$ cat src/hw/rtl/atd_pkg.sv
package atd_pkg;

   localparam int unsigned LevelWidth  = 13;
   localparam int unsigned ThreshWidth = 13;
   localparam int unsigned CountWidth  = 8;
   localparam int unsigned TimeWidth   = 48;
   localparam int unsigned PosWidth    = 8;
   localparam int unsigned SampleWidth = 16;
   localparam int unsigned LevelShift  = 3;
   localparam int unsigned CsrIdxWidth = 2;
   localparam int unsigned CsrDataWidth = 13;

   typedef enum logic [CsrIdxWidth-1:0] {
      CSR_START_THRESHOLD = 2'd0,
      CSR_QUIET_THRESHOLD = 2'd1,
      CSR_QUIET_LENGTH    = 2'd2,
      CSR_MAX_LENGTH      = 2'd3
   } csr_index_type;

   localparam logic [ThreshWidth-1:0] StartThresholdReset = 13'd30;
   localparam logic [ThreshWidth-1:0] QuietThresholdReset = 13'd12;
   localparam logic [CountWidth-1:0]  QuietLengthReset    = 8'd6;
   localparam logic [CountWidth-1:0]  MaxLengthReset      = 8'd30;

   typedef struct packed {
      logic [ThreshWidth-1:0] start_threshold;
      logic [ThreshWidth-1:0] quiet_threshold;
      logic [CountWidth-1:0]  quiet_length;
      logic [CountWidth-1:0]  dur_limit;
   } cfg_type;

   typedef struct packed {
      logic [CountWidth-1:0] strength;
      logic [TimeWidth-1:0]  time_stamp;
      logic [PosWidth-1:0]   pos_x;
      logic [PosWidth-1:0]   pos_y;
   } result_type;

endpackage

$ cat src/hw/rtl/atd_csr.sv
module atd_csr (
   input  logic                                  clock,
   input  logic                                  reset,
   input  logic                                  csr_wr_en,
   input  logic [atd_pkg::CsrIdxWidth-1:0]       csr_index,
   input  logic [atd_pkg::CsrDataWidth-1:0]      csr_wdata,
   output atd_pkg::cfg_type                      cfg
);
   import atd_pkg::*;

   cfg_type cfg_ff;
   cfg_type cfg_in;

   always_comb begin
      cfg_in = cfg_ff;
      if (csr_wr_en) begin
         case (csr_index_type'(csr_index))
            CSR_START_THRESHOLD: cfg_in.start_threshold = csr_wdata[ThreshWidth-1:0];
            CSR_QUIET_THRESHOLD: cfg_in.quiet_threshold = csr_wdata[ThreshWidth-1:0];
            CSR_QUIET_LENGTH:    cfg_in.quiet_length    = csr_wdata[CountWidth-1:0];
            CSR_MAX_LENGTH:      cfg_in.dur_limit       = csr_wdata[CountWidth-1:0];
            default:             cfg_in = cfg_ff;
         endcase
      end
   end

   always_ff @(posedge clock) begin
      if (reset) begin
         cfg_ff.start_threshold <= StartThresholdReset;
         cfg_ff.quiet_threshold <= QuietThresholdReset;
         cfg_ff.quiet_length    <= QuietLengthReset;
         cfg_ff.dur_limit       <= MaxLengthReset;
      end else begin
         cfg_ff <= cfg_in;
      end
   end

   assign cfg = cfg_ff;

endmodule

$ cat src/hw/rtl/atd_core.sv
module atd_core (
   input  logic                                  clock,
   input  logic                                  reset,
   input  logic                                  step,
   input  atd_pkg::cfg_type                      cfg,
   input  logic signed [atd_pkg::SampleWidth-1:0] z_sample,
   input  logic [atd_pkg::TimeWidth-1:0]         sample_time,
   input  logic [atd_pkg::PosWidth-1:0]          position_x,
   input  logic [atd_pkg::PosWidth-1:0]          position_y,
   output logic                                  emit,
   output atd_pkg::result_type                   result
);
   import atd_pkg::*;

   logic signed [LevelWidth-1:0] prev_level_ff, prev_level_in;
   logic                         primed_ff;
   logic [CountWidth-1:0]        quiet_cnt_ff, quiet_cnt_in;
   logic [CountWidth-1:0]        dur_cnt_ff, dur_cnt_in;
   logic [TimeWidth-1:0]         start_time_ff, start_time_in;
   logic [PosWidth-1:0]          start_x_ff, start_x_in;
   logic [PosWidth-1:0]          start_y_ff, start_y_in;
   logic                         capture;

   logic signed [LevelWidth:0]   delta;
   logic [LevelWidth:0]          delta_abs;
   logic [ThreshWidth-1:0]       diff;
   logic [CountWidth-1:0]        quiet_eff, dur_eff;

   assign prev_level_in = z_sample[SampleWidth-1:LevelShift];

   always_comb begin
      delta     = {prev_level_in[LevelWidth-1], prev_level_in}
                - {prev_level_ff[LevelWidth-1], prev_level_ff};
      delta_abs = delta[LevelWidth] ? (LevelWidth+1)'(0) - delta : delta;
      diff      = primed_ff ? delta_abs[ThreshWidth-1:0] : '0;
      quiet_eff = primed_ff ? quiet_cnt_ff : '0;
      dur_eff   = primed_ff ? dur_cnt_ff : cfg.dur_limit;

      quiet_cnt_in  = quiet_eff;
      dur_cnt_in    = dur_eff;
      capture       = 1'b0;
      emit          = 1'b0;

      if (quiet_eff < cfg.quiet_length) begin
         if (dur_eff < cfg.dur_limit) begin
            dur_cnt_in = dur_eff + 8'd1;
         end
         if (diff < cfg.quiet_threshold) begin
            quiet_cnt_in = quiet_eff + 8'd1;
            emit = (quiet_cnt_in >= cfg.quiet_length) && (dur_cnt_in < cfg.dur_limit);
         end else begin
            quiet_cnt_in = '0;
         end
      end else if (diff >= cfg.start_threshold) begin
         quiet_cnt_in = '0;
         dur_cnt_in   = 8'd1;
         capture      = 1'b1;
      end

      start_time_in = capture ? sample_time : start_time_ff;
      start_x_in    = capture ? position_x : start_x_ff;
      start_y_in    = capture ? position_y : start_y_ff;

      result.strength   = dur_cnt_in - cfg.quiet_length;
      result.time_stamp = start_time_ff;
      result.pos_x      = start_x_ff;
      result.pos_y      = start_y_ff;
   end

   always_ff @(posedge clock) begin
      if (reset) begin
         prev_level_ff <= '0;
         primed_ff     <= 1'b0;
         quiet_cnt_ff  <= '0;
         dur_cnt_ff    <= '0;
      end else if (step) begin
         prev_level_ff <= prev_level_in;
         primed_ff     <= 1'b1;
         quiet_cnt_ff  <= quiet_cnt_in;
         dur_cnt_ff    <= dur_cnt_in;
      end
   end

   always_ff @(posedge clock) begin
      if (step) begin
         start_time_ff <= start_time_in;
         start_x_ff    <= start_x_in;
         start_y_ff    <= start_y_in;
      end
   end

endmodule

$ cat src/hw/rtl/accel_tap_detector_unit.sv
// channel | direction | fields                                   | handshake
// req     | in        | z_sample, sample_time, position_x/y      | req_valid / req_stall
// rsp     | out       | tap_strength, tap_time, tap_x, tap_y     | rsp_valid / rsp_stall
// csr     | in        | csr_index, csr_wdata                     | csr_wr_en
//
// One word per cycle sustained unless a stalled result holds the input register.
// Input register -> detector logic -> result register; the detector state updates as a
// word leaves the input register. Reset is synchronous and restores register defaults.
// A stalled result holds the input register and the detector state, tap or no tap.
module accel_tap_detector_unit (
   input  logic                                   clock,
   input  logic                                   reset,
   input  logic                                   req_valid,
   output logic                                   req_stall,
   input  logic signed [atd_pkg::SampleWidth-1:0] req_z_sample,
   input  logic [atd_pkg::TimeWidth-1:0]          req_sample_time,
   input  logic [atd_pkg::PosWidth-1:0]           req_position_x,
   input  logic [atd_pkg::PosWidth-1:0]           req_position_y,
   output logic                                   rsp_valid,
   input  logic                                   rsp_stall,
   output logic [atd_pkg::CountWidth-1:0]         rsp_tap_strength,
   output logic [atd_pkg::TimeWidth-1:0]          rsp_tap_time,
   output logic [atd_pkg::PosWidth-1:0]           rsp_tap_x,
   output logic [atd_pkg::PosWidth-1:0]           rsp_tap_y,
   input  logic                                   csr_wr_en,
   input  logic [atd_pkg::CsrIdxWidth-1:0]        csr_index,
   input  logic [atd_pkg::CsrDataWidth-1:0]       csr_wdata
);
   import atd_pkg::*;

   cfg_type    cfg;
   result_type result;
   logic       emit;
   logic       step;
   logic       in_load;
   logic       out_free;

   logic                          in_valid_ff;
   logic signed [SampleWidth-1:0] in_z_ff;
   logic [TimeWidth-1:0]          in_time_ff;
   logic [PosWidth-1:0]           in_x_ff, in_y_ff;

   logic       out_valid_ff, out_valid_in;
   result_type out_ff;

   atd_csr u_csr (
      .clock     (clock),
      .reset     (reset),
      .csr_wr_en (csr_wr_en),
      .csr_index (csr_index),
      .csr_wdata (csr_wdata),
      .cfg       (cfg)
   );

   atd_core u_core (
      .clock       (clock),
      .reset       (reset),
      .step        (step),
      .cfg         (cfg),
      .z_sample    (in_z_ff),
      .sample_time (in_time_ff),
      .position_x  (in_x_ff),
      .position_y  (in_y_ff),
      .emit        (emit),
      .result      (result)
   );

   assign out_free  = !out_valid_ff || !rsp_stall;
   assign step      = in_valid_ff && out_free;
   assign req_stall = in_valid_ff && !out_free;
   assign in_load   = req_valid && !req_stall;

   always_comb begin
      out_valid_in = out_valid_ff && rsp_stall;
      if (step) begin
         out_valid_in = emit;
      end
   end

   always_ff @(posedge clock) begin
      if (reset) begin
         in_valid_ff  <= 1'b0;
         out_valid_ff <= 1'b0;
      end else begin
         if (!req_stall) begin
            in_valid_ff <= req_valid;
         end
         out_valid_ff <= out_valid_in;
      end
   end

   always_ff @(posedge clock) begin
      if (in_load) begin
         in_z_ff    <= req_z_sample;
         in_time_ff <= req_sample_time;
         in_x_ff    <= req_position_x;
         in_y_ff    <= req_position_y;
      end
      if (step && emit) begin
         out_ff <= result;
      end
   end

   assign rsp_valid        = out_valid_ff;
   assign rsp_tap_strength = out_ff.strength;
   assign rsp_tap_time     = out_ff.time_stamp;
   assign rsp_tap_x        = out_ff.pos_x;
   assign rsp_tap_y        = out_ff.pos_y;

endmodule

$ cat config.mk
export PLATFORM = sky130hd
export DESIGN_NAME = accel_tap_detector_unit
export DESIGN_NICKNAME = d
export VERILOG_FILES = /design/src/hw/rtl/atd_pkg.sv /design/src/hw/rtl/atd_csr.sv /design/src/hw/rtl/atd_core.sv /design/src/hw/rtl/accel_tap_detector_unit.sv
export SDC_FILE = /design/constraint.sdc
export NUM_CORES = 1
export LEC_CHECK = 0
export BUFFER_PORTS_ARGS = -buffer_cell sky130_fd_sc_hd__buf_2
export CAP_MARGIN = 20
export CORE_MARGIN = 10
export CORE_UTILIZATION = 57
export CTS_CLUSTER_DIAMETER = 30
export DETAILED_ROUTE_END_ITERATION = 10
export HOLD_SLACK_MARGIN = 0.06
export PLACE_DENSITY_LB_ADDON = 0.2
export SLEW_MARGIN = 5
export SYNTH_ARGS = -nofsm -noshare
export SYNTH_HDL_FRONTEND = slang
export SYNTH_SLANG_ARGS = --single-unit
$ cat constraint.sdc
create_clock -name clock -period 11.5 [get_ports clock]
set_input_delay 2.3 -clock clock [delete_from_list [all_inputs] [get_ports clock]]
set_output_delay 2.3 -clock clock [all_outputs]
set_load 0.1 [all_outputs]
==> results of run 1 <==
## cell usage after synthesis (13+ instances only)
library cell  instances
clkbuf_1             27
a21oi_1              69
edfxtp_1            213
ha_1                 76
dfxtp_1              74
o21a_1               13
xnor2_1              21
o21ai_0              19
nand2_1             140
nand3_1              15
nor2_1               74
inv_1                72
## power groups by stage
| stage | clock (mW) | combinational, mW | sequential (mW) |
|---|---|---|---|
| after global placement | 0 | 0.296 | 1.18 |
| after CTS | 1.45 | 0.307 | 1.17 |
| after detailed placement | 0 | 0.302 | 1.19 |
| after floorplan | 0 | 0.203 | 1.21 |
| after global routing | 1.50 | 0.343 | 1.17 |
| final | 1.42 | 0.307 | 1.17 |
## per-layer routing
metal	share of wire, %	wire (microns)	track usage [%]	vias up
met2	49	13500	31.6	236
met1	42	11600	23.0	3889
li1	-	-	-	4053
met3	5.8	1600	4.14	53
met4	2.8	758	7.31	0
met5	0	0	0	-
## worst paths after layout
| path | slack [ps] | end | from | cells after the start |
|---|---|---|---|---|
| max | 4420 | rsp_tap_strength[7]$_DFFE_PP_ | in_z_ff[3]$_DFFE_PP_ | 29 |
| min | 410 | u_core.start_time_ff[25]$_DFFE_PP_ | in_time_ff[25]$_DFFE_PP_ | 0 |
| max reg2reg | 4420 | rsp_tap_strength[7]$_DFFE_PP_ | in_z_ff[3]$_DFFE_PP_ | 29 |
| min reg2reg | 410 | u_core.start_time_ff[25]$_DFFE_PP_ | in_time_ff[25]$_DFFE_PP_ | 0 |
## state kept, by name, summed over array words and instances, names as in the netlist, 8 cells and up
name,count
in_time_ff,48
in_x_ff,8
in_y_ff,8
in_z_ff,13
rsp_tap_strength,8
rsp_tap_time,48
rsp_tap_x,8
rsp_tap_y,8
u_core.dur_cnt_ff,8
u_core.prev_level_ff,13
u_core.quiet_cnt_ff,8
u_core.start_time_ff,48
u_core.start_x_ff,8
u_core.start_y_ff,8
u_csr.cfg,42
## cell type report
cell class | instances | share of cell area, %
flip-flops and latches | 287 | 51.6
multi-input cells | 617 | 27.2
clock buffers | 56 | 8.55
repair buffers | 179 | 6.05
clock inverters | 34 | 2.48
well taps | 275 | 2.26
inverters | 72 | 1.77
diodes | 2 | 0.0328
## logic make-up after synthesis
logic type | after synthesis
AND/OR/NAND/NOR | 314
flip-flops | 287
AO/OA/AOI/OAI | 186
buffers and inverters | 109
adder cells (fa/ha/maj) | 78
XOR/XNOR | 33
multiplexers | 6
## worst reg2reg max path, delay by kind of cell (launching register included)
kind	cells	cell delay (ps)
fa+ha+maj	4	1310
xor+xnor	4	590
flops	1	340
buf+inv	2	340
compound gates	13	2520
simple gates	6	1700
==> flow_metrics.tcl, run 1 <==
set metrics [dict create \
    dieArea_sq_um 28100 \
    dp_hpwl_microns 18400 \
    synth_top_family_by_area "simple AND/OR/NAND/NOR gates" \
    synth_area_sq_um 12400 \
    cap_violations 0 \
    insertion_delay_ps 540 \
    synthDistinctLibCells 77 \
    postSynthAreaPerCell_sq_um 12.3 \
    crit_buf_inv 2 \
    setup_slack_ps 4420 \
    clock_power_share_pct 49.1 \
    clock-root-buffer "clkbuf_16" \
    hold_path.class "flop to flop" \
    cp_slowest_cell "or4b_2" \
    drc 0 \
    cp_top_family "compound AO/OA/AOI/OAI gates" \
    arrival_ps 7350 \
    ys_seq_area_share_pct 63.5 \
    fmax_ghz 0.141 \
    nets 1383 \
    fp.dieH_microns 168 \
    final_common_cell "edfxtp_1" \
    synthTopCellsByArea "edfxtp_1 (52%), dfxtp_1 (12%), ha_1 (7.7%)" \
    synthXorXnorAreaFrac_pct 2.39 \
    postRouteWirelength_microns 27400 \
    place_ws_ps 4540 \
    p_comb_share_pct 10.6 \
    cts_resized 0 \
    switching_share_pct 25.2 \
    clock-sinks 287 \
    die_x_microns 168 \
    status "complete, no violations" \
    grt_pass1_wl_microns 42900 \
    finalSetupViolations 0 \
    wl_per_cell_microns 18.0 \
    drt_first_pass_iters 5 \
    ant_nets 0 \
    synth_seq_cells 287 \
    postCtsHoldBufs 0 \
    synth_ff_type "edfxtp_1" \
    synth_top_area_share_pct 51.5 \
    nFillCells 1512 \
    grt_antenna_before_repair 2 \
    worst-endpoint-required_ps 11770 \
    max-slew-margin-rel_pct 33.0 \
    viasPerCell 5.41 \
    grt_usage_pct 18.8 \
    cts_tree "built" \
    rsz0062_at_grt "false" \
    maxSlewViolCount 0 \
    internal_power_mw 2.17 \
    layout-drive-gt1-share_pct 23.9 \
    finalSetupTns_ps 0 \
    yosys.area_share.simple_pct 11.8 \
    gp_congestion 0.876 \
    post-cts-setup-buffers 0 \
    finalHoldWorstSlack_ps 410 \
    slowest_delay_ps 670 \
    final_cell_mix "edfxtp_1 (213), buf_2 (170), nand2_1 (140), ha_1 (76), dfxtp_1 (74)" \
    synth-compound-area-share_pct 10.5 \
    synth_warnings 0 \
    cts-buffers-inserted 48 \
    async_flop_share_pct 0 \
    postSynthCellCount 1013 \
    fin_util_pct 71.9 \
    vias 8231 \
    synth_edf_count 213 \
    skew_ps 16.5 \
    synth_fa_ha_area_share_pct 7.98 \
    period_share_pct 61.5 \
    startpoint_type "flop" \
    ff_latch_area_sq_um 7880 \
    synth_top_cell_by_area "edfxtp_1" \
    crit_top_cell "xnor2_1" \
    pwr-share-seq_pct 40.3 \
    grt_max_degree 80 \
    peakVddDrop_mv 0.153 \
    placed_cell_area_sq_um 13600 \
    p_per_area_nw_per_um2 190 \
    dp_cells 1429 \
    p_leak_nw 6.01 \
    io_pins 174 \
    grt_pass1_vias 8271 \
    power.total_mw 2.90 \
    core_sq_um 21200 \
    cp_max_fo 13 \
    max-clock-path-buffers 3 \
    stdcell_count 1522 \
    multi_input_area_sq_um 4150 \
    worst_slew_pin_slew_ps 1000 \
    num_rows 53 \
    period_needed_ps 7080 \
    io_buffers 170 \
    final_hold_viol_count 0 \
    overflow 0 \
    power_switching_uw 729 \
    cts_max_level 2 \
    area_delta_synth_final_pct 22.9 \
    final_area_sq_um 15300 \
    syn_nets 1191 \
    initial_core_util_pct 58.5 \
    crit_type "flop to flop" \
    drtIter0Drc 576 \
    clkTransAtPathRegs_ps 60 \
    cp-end-kind "flop" \
    synth_mux_area_share_pct 0.504 \
]
(Power assumes the default switching activity.)
==> run 2: changes to the inputs <==
--- a/config.mk
+++ b/config.mk
@@ -5,6 +5,7 @@
 export SDC_FILE = /design/constraint.sdc
 export NUM_CORES = 1
 export LEC_CHECK = 0
+export ABC_AREA = 1
 export BUFFER_PORTS_ARGS = -buffer_cell sky130_fd_sc_hd__buf_2
 export CAP_MARGIN = 20
 export CORE_MARGIN = 10
==> constraint.sdc (replaced) <==
create_clock -name clock -period 7.05 [get_ports clock]
set_input_delay 1.41 -clock clock [delete_from_list [all_inputs] [get_ports clock]]
set_output_delay 1.41 -clock clock [all_outputs]
set_load 0.1 [all_outputs]
==> run 2 against run 1 <==
Wire length is 1.6% lower. Cell area is 0.68% higher. Clock skew is 8.2 ps higher. Sequential share of layout area is 0.35 points lower.
==> flow_metrics.tcl, run 2 <==
set metrics [dict create \
    viasPerCell 5.21 \
    postRouteWirelength_microns 27000 \
    hold_path.class "flop to flop" \
    synth-compound-area-share_pct 8.67 \
    cts_max_level 2 \
    p_leak_nw 6.60 \
    synth_ff_type "edfxtp_1" \
    period_needed_ps 5770 \
    reg2reg_from "in_z_ff[9]$_DFFE_PP_" \
    wl_per_cell_microns 16.4 \
    arrival_ps 6080 \
    max-clock-path-buffers 3 \
    grt_max_degree 65 \
    setup_slack_ps 1280 \
    maxSlewViolCount 0 \
    drtIter0Drc 625 \
    synth_top_cell_by_area "edfxtp_1" \
    core_sq_um 21200 \
    drt_first_pass_iters 5 \
    reg2reg_slack_ps 1280 \
    gp_congestion 0.881 \
    synthXorXnorAreaFrac_pct 1.13 \
    grt_antenna_before_repair 0 \
    clkTransAtPathRegs_ps 50 \
    drc 0 \
    synthDistinctLibCells 38 \
    multi_input_area_sq_um 3790 \
    synth_mux_area_share_pct 0 \
    synth_warnings 0 \
    insertion_delay_ps 550 \
    postSynthAreaPerCell_sq_um 11.1 \
    final_common_cell "edfxtp_1" \
    cts_tree "built" \
    vias 8547 \
    p_per_area_nw_per_um2 329 \
    worst_slew_pin_slew_ps 914 \
    synth_common_cells "edfxtp_1 (213), nand2_1 (165), inv_1 (161)" \
    status "complete, no violations" \
    synth_edf_count 213 \
    synth_top_area_share_pct 51.7 \
    startpoint_type "flop" \
    clock-root-buffer "clkbuf_16" \
    rr_endpoint "rsp_tap_strength[7]$_DFFE_PP_" \
    grt_pass1_vias 8190 \
    finalSetupTns_ps 0 \
    syn_nets 1296 \
    cp-end-kind "flop" \
    io_pins 174 \
    skew_ps 24.7 \
    async_flop_share_pct 0 \
    yosys.area_share.simple_pct 12.8 \
    grt_pass1_wl_microns 43200 \
    worst-endpoint-required_ps 7360 \
    area_delta_synth_final_pct 24.0 \
    synth_area_sq_um 12400 \
    cap_violations 0 \
    dp_hpwl_microns 18200 \
    ys_seq_area_share_pct 63.6 \
    crit_buf_inv 4 \
    postCtsHoldBufs 0 \
    max-slew-margin-rel_pct 39.0 \
    final_cell_mix "edfxtp_1 (213), buf_2 (170), nand2_1 (165), inv_1 (158), a21oi_1 (92)" \
    crit_type "flop to flop" \
    rsz0062_at_grt "false" \
    rr_worst_depth 36 \
    cts-buffers-inserted 50 \
    ff_latch_area_sq_um 7880 \
    finalSetupViolations 0 \
    place_ws_ps 1360 \
    fmax_ghz 0.173 \
    slowest_delay_ps 390 \
    crit_top_cell "nand2_1" \
    num_rows 53 \
    postSynthCellCount 1118 \
    synth_seq_cells 287 \
    grt_usage_pct 18.9 \
    synthTopCellsByArea "edfxtp_1 (52%), dfxtp_1 (12%), ha_1 (7.7%)" \
    finalHoldWorstSlack_ps 408 \
    initial_core_util_pct 58.3 \
    min_to "u_core.start_x_ff[1]$_DFFE_PP_" \
    layout-drive-gt1-share_pct 21.6 \
    ant_nets 0 \
    cp_max_fo 10 \
    fp.dieH_microns 167 \
    final_hold_viol_count 0 \
    n_antenna_cell 0 \
    synth.most_common_cell "edfxtp_1" \
    die_x_microns 167 \
    io_buffers 170 \
    min_path_cells 0 \
    period_share_pct 81.8 \
    cp_slowest_cell "edfxtp_1" \
    synth_top_family_by_area "simple AND/OR/NAND/NOR gates" \
    hold_path_startpoint "in_x_ff[1]$_DFFE_PP_" \
    peakVddDrop_mv 0.216 \
    dieArea_sq_um 28000 \
    synth_fa_ha_area_share_pct 8.00 \
    clock-sinks 287 \
    cts_resized 0 \
    nFillCells 1503 \
    post-cts-setup-buffers 0 \
    nets 1503 \
    overflow 0 \
    cp_top_family "simple AND/OR/NAND/NOR gates" \
]
## run 2: worst max-delay path by stage
stage | from | end | slack [ps] | cells past startpoint
final | in_z_ff[9]$_DFFE_PP_ | rsp_tap_strength[7]$_DFFE_PP_ | 1280 | 36
after global routing | in_z_ff[10]$_DFFE_PP_ | rsp_tap_strength[7]$_DFFE_PP_ | 670 | 37
after CTS | in_z_ff[9]$_DFFE_PP_ | rsp_tap_strength[7]$_DFFE_PP_ | 1350 | 36
after detailed placement | in_z_ff[9]$_DFFE_PP_ | rsp_tap_strength[7]$_DFFE_PP_ | 1360 | 36
after global placement | in_z_ff[11]$_DFFE_PP_ | rsp_tap_strength[7]$_DFFE_PP_ | 1440 | 36
after floorplan | in_z_ff[3]$_DFFE_PP_ | u_core.start_time_ff[0]$_DFFE_PP_ | 790 | 25
## run 2: final cells by class
class,count,share of cell area [%]
inverters,163,3.98
flip-flops and latches,287,51.3
clock buffers,55,8.47
multi-input cells,646,24.7
clock inverters,39,3.35
repair buffers,177,5.96
well taps,275,2.24
## run 2: worst register-to-register path, delay by kind of cell, from the launching register on
family	cells	cell delay, ps
compound gates	10	1620
buf+inv	4	350
xor+xnor	1	150
flops	1	390
simple gates	18	2080
fa+ha+maj	3	970
## run 2: where the power goes
group	switching (mW)	internal (mW)	leakage (nW)
Clock	0.860	1.69	0.881
Sequential	0.0246	1.90	2.59
Combinational	0.385	0.188	3.13
## run 2: cell families (layout without fill, tap and decap cells)
family                   count (synthesis)  count (layout)
AO/OA/AOI/OAI                          202             202
XOR/XNOR                                16              16
adder cells (fa/ha/maj)                 78              78
buffers and inverters                  185             434
flip-flops                             287             287
AND/OR/NAND/NOR                        350             350
## run 2: stage by stage
stage	power, mW	instance area (sq um)	std cells	utilization, %
4_1_cts	5.09	15400	1642	72.4
6_report	5.04	15400	1642	72.4
2_1_floorplan	2.38	12400	1118	-
3_3_place_gp	2.50	13500	1548	63.8
3_5_place_dp	2.52	13500	1548	63.8
5_1_grt	5.26	15400	1642	72.4
## run 2: metal layers
layer / wire (microns) / up-vias / track usage (%)
met5: 0 / - / 0
met4: 524 / 0 / 5.87
met3: 1870 / 45 / 4.17
met2: 12700 / 273 / 30.9
met1: 11900 / 3950 / 24.8
li1: - / 4279 / -
==> run 3: changes to the inputs <==
--- a/config.mk
+++ b/config.mk
@@ -5,7 +5,7 @@
 export SDC_FILE = /design/constraint.sdc
 export NUM_CORES = 1
 export LEC_CHECK = 0
-export ABC_AREA = 1
+export ABC_AREA = 0
 export BUFFER_PORTS_ARGS = -buffer_cell sky130_fd_sc_hd__buf_2
 export CAP_MARGIN = 20
 export CORE_MARGIN = 10
==> constraint.sdc (replaced) <==
create_clock -name clock -period 5.4 [get_ports clock]
set_input_delay 1.08 -clock clock [delete_from_list [all_inputs] [get_ports clock]]
set_output_delay 1.08 -clock clock [all_outputs]
set_load 0.1 [all_outputs]
==> run 3 against run 2 <==
The flow now finishes with violations (setup timing). Power increased by 33%. Fmax fell by 3.3%. Non-clock buffer count up 114. Critical path depth fell by 8. Wire length is 9.5% higher. Final cell count about the same. First-iteration DRC count fell by 22%. Clock power is 30% higher. Global-route usage rose by 0.69 points. Sequential share of layout area is 3.9 points lower. Clock skew down 10 ps. Clock-buffer cell count rose by 1. Critical endpoint unchanged. Largest cell class unchanged. Largest power group unchanged. Highest routed layer is now met5.
==> flow_metrics.tcl, run 3 (synthesis gave the netlist of run 1 again) <==
set metrics [dict create \
    status "complete, but fails checks" \
    failed_checks "setup timing" \
    postCtsHoldBufs 0 \
    io_buffers 170 \
    dp_cells 1528 \
    reg2reg_slack_ps -570 \
    worst_slew_pin_slew_ps 1150 \
    final_cell_mix "edfxtp_1 (213), buf_2 (170), nand2_1 (139), buf_4 (102), dfxtp_1 (74)" \
    p_leak_nw 6.69 \
    max-slew-margin-rel_pct 23.0 \
    finalHoldWorstSlack_ps 407 \
    dieArea_sq_um 28100 \
    p_comb_share_pct 13.2 \
    switching_share_pct 24.4 \
    final_area_sq_um 16600 \
    clock-sinks 287 \
    insertion_delay_ps 550 \
    period_needed_ps 5970 \
    startpoint_type "flop" \
    crit_top_cell "xnor2_1" \
    die_x_microns 168 \
    maxSlewViolCount 0 \
    pwr-share-seq_pct 37.1 \
    cp_slowest_cell "fa_2" \
    arrival_ps 6250 \
    max-clock-path-buffers 3 \
    p_per_area_nw_per_um2 402 \
    finalSetupViolations 51 \
    cp_max_fo 5 \
    gp_congestion 0.909 \
    viasPerCell 5.33 \
    nFillCells 1344 \
    grt_pass1_vias 8885 \
    placed_cell_area_sq_um 14400 \
    drtIter0Drc 485 \
    reg2reg_from "in_z_ff[3]$_DFFE_PP_" \
    skew_ps 14.4 \
    ant_nets 0 \
    cts_tree "built" \
    rr_endpoint "rsp_tap_strength[7]$_DFFE_PP_" \
    drt_first_pass_iters 6 \
    min_path_cells 0 \
    final_hold_viol_count 0 \
    postRouteWirelength_microns 29600 \
    cp-end-kind "flop" \
    core_sq_um 21200 \
    peakVddDrop_mv 0.419 \
    crit_type "flop to flop" \
    layout-drive-gt1-share_pct 32.9 \
    wl_per_cell_microns 18.0 \
    power_switching_mw 1.63 \
    slowest_delay_ps 570 \
    hold_path_startpoint "in_y_ff[6]$_DFFE_PP_" \
    initial_core_util_pct 58.5 \
    cts-buffers-inserted 51 \
    clkTransAtPathRegs_ps 50 \
    nets 1498 \
    ff_latch_area_sq_um 7880 \
    clock_power_share_pct 49.7 \
    fmax_ghz 0.168 \
    multi_input_area_sq_um 4370 \
    min_to "u_core.start_y_ff[6]$_DFFE_PP_" \
    vias 8760 \
    internal_power_mw 5.06 \
    fp.dieH_microns 168 \
    hold_path.class "flop to flop" \
    grt_max_degree 78 \
    overflow 0 \
    num_rows 53 \
    fin_util_pct 78.4 \
    drc 0 \
    period_share_pct 111 \
    cts_max_level 2 \
    grt_usage_pct 19.6 \
    area_delta_synth_final_pct 34.0 \
    io_pins 174 \
    final_common_cell "edfxtp_1" \
    rsz0062_at_grt "true" \
    rr_worst_depth 28 \
    setup_slack_ps -570 \
    cap_violations 0 \
    clock-root-buffer "clkbuf_16" \
    grt_pass1_wl_microns 44900 \
    dp_hpwl_microns 19600 \
    grt_antenna_before_repair 8 \
    worst-endpoint-required_ps 5680 \
    stdcell_count 1643 \
]
-- run 3: changes by cell type in the layout (fill, tap and decap cells not counted), moves of 26 or more --
cell	delta
nand3_1	-30
nand2_1	-26
a21oi_1	-27
inv_1	-87
o21ai_0	-70
buf_4	+96
-- run 3: per-layer routing --
metal / GRT usage [%] / vias to the layer above / part of all wire [%]
met1: 22.5 / 4138 / 39
li1: - / 4282 / -
met4: 7.87 / 4 / 3.1
met3: 4.99 / 69 / 6.5
met2: 34.4 / 267 / 51
met5: 0 / - / 0.091
-- run 3: layout make-up --
cell class / count / area share [%]
flip-flops and latches: 287 / 47.4
multi-input cells: 617 / 26.3
repair buffers: 291 / 11.6
clock buffers: 56 / 8.10
clock inverters: 39 / 2.90
well taps: 275 / 2.07
inverters: 72 / 1.62
diodes: 6 / 0.0903
-- run 3: how the worst max path moves through the flow --
stage	from	end	slack, ps	cells past startpoint
finish	in_z_ff[3]$_DFFE_PP_	rsp_tap_strength[7]$_DFFE_PP_	-570	28
CTS	in_z_ff[3]$_DFFE_PP_	rsp_tap_strength[7]$_DFFE_PP_	-500	29
global route	in_z_ff[3]$_DFFE_PP_	rsp_tap_strength[7]$_DFFE_PP_	-840	29
global placement	in_z_ff[3]$_DFFE_PP_	rsp_tap_strength[7]$_DFFE_PP_	-510	27
floorplan	in_z_ff[3]$_DFFE_PP_	rsp_tap_strength[0]$_DFFE_PP_	-600	21
detailed placement	in_z_ff[3]$_DFFE_PP_	rsp_tap_strength[7]$_DFFE_PP_	-610	27
-- run 3: power by group through the flow --
stage	clock, mW	sequential [mW]	combinational [mW]
3_3_place_gp	0	2.52	0.772
3_5_place_dp	0	2.53	0.790
4_1_cts	3.36	2.48	0.831
2_1_floorplan	0	2.56	0.455
5_1_grt	3.48	2.49	0.965
6_report	3.32	2.48	0.882
-- run 3: per-stage QoR --
step           TNS (ps)  worst slack (ps)  power [mW]
6_report          -3760              -570        6.69
5_1_grt          -22430              -839        6.94
2_1_floorplan    -80340              -598        3.02
3_3_place_gp      -5970              -508        3.29
4_1_cts           -1740              -502        6.68
3_5_place_dp      -7050              -613        3.32
-- run 3: what timing repair did --
item                                    4_1_cts  5_1_grt
endpoints found under the setup margin       75       87
gates resized for setup                      12       23
cloned                                        0        4
endpoints found under the hold margin         0        0
setup buffers                                10        5
pin swaps                                     6       15
-- run 3: critical path, delay by kind of cell (launching register included) --
kind	cells	cell delay, ps
flops	1	340
buf+inv	2	250
xor+xnor	3	360
fa+ha+maj	5	1390
compound gates	11	1950
simple gates	7	1420
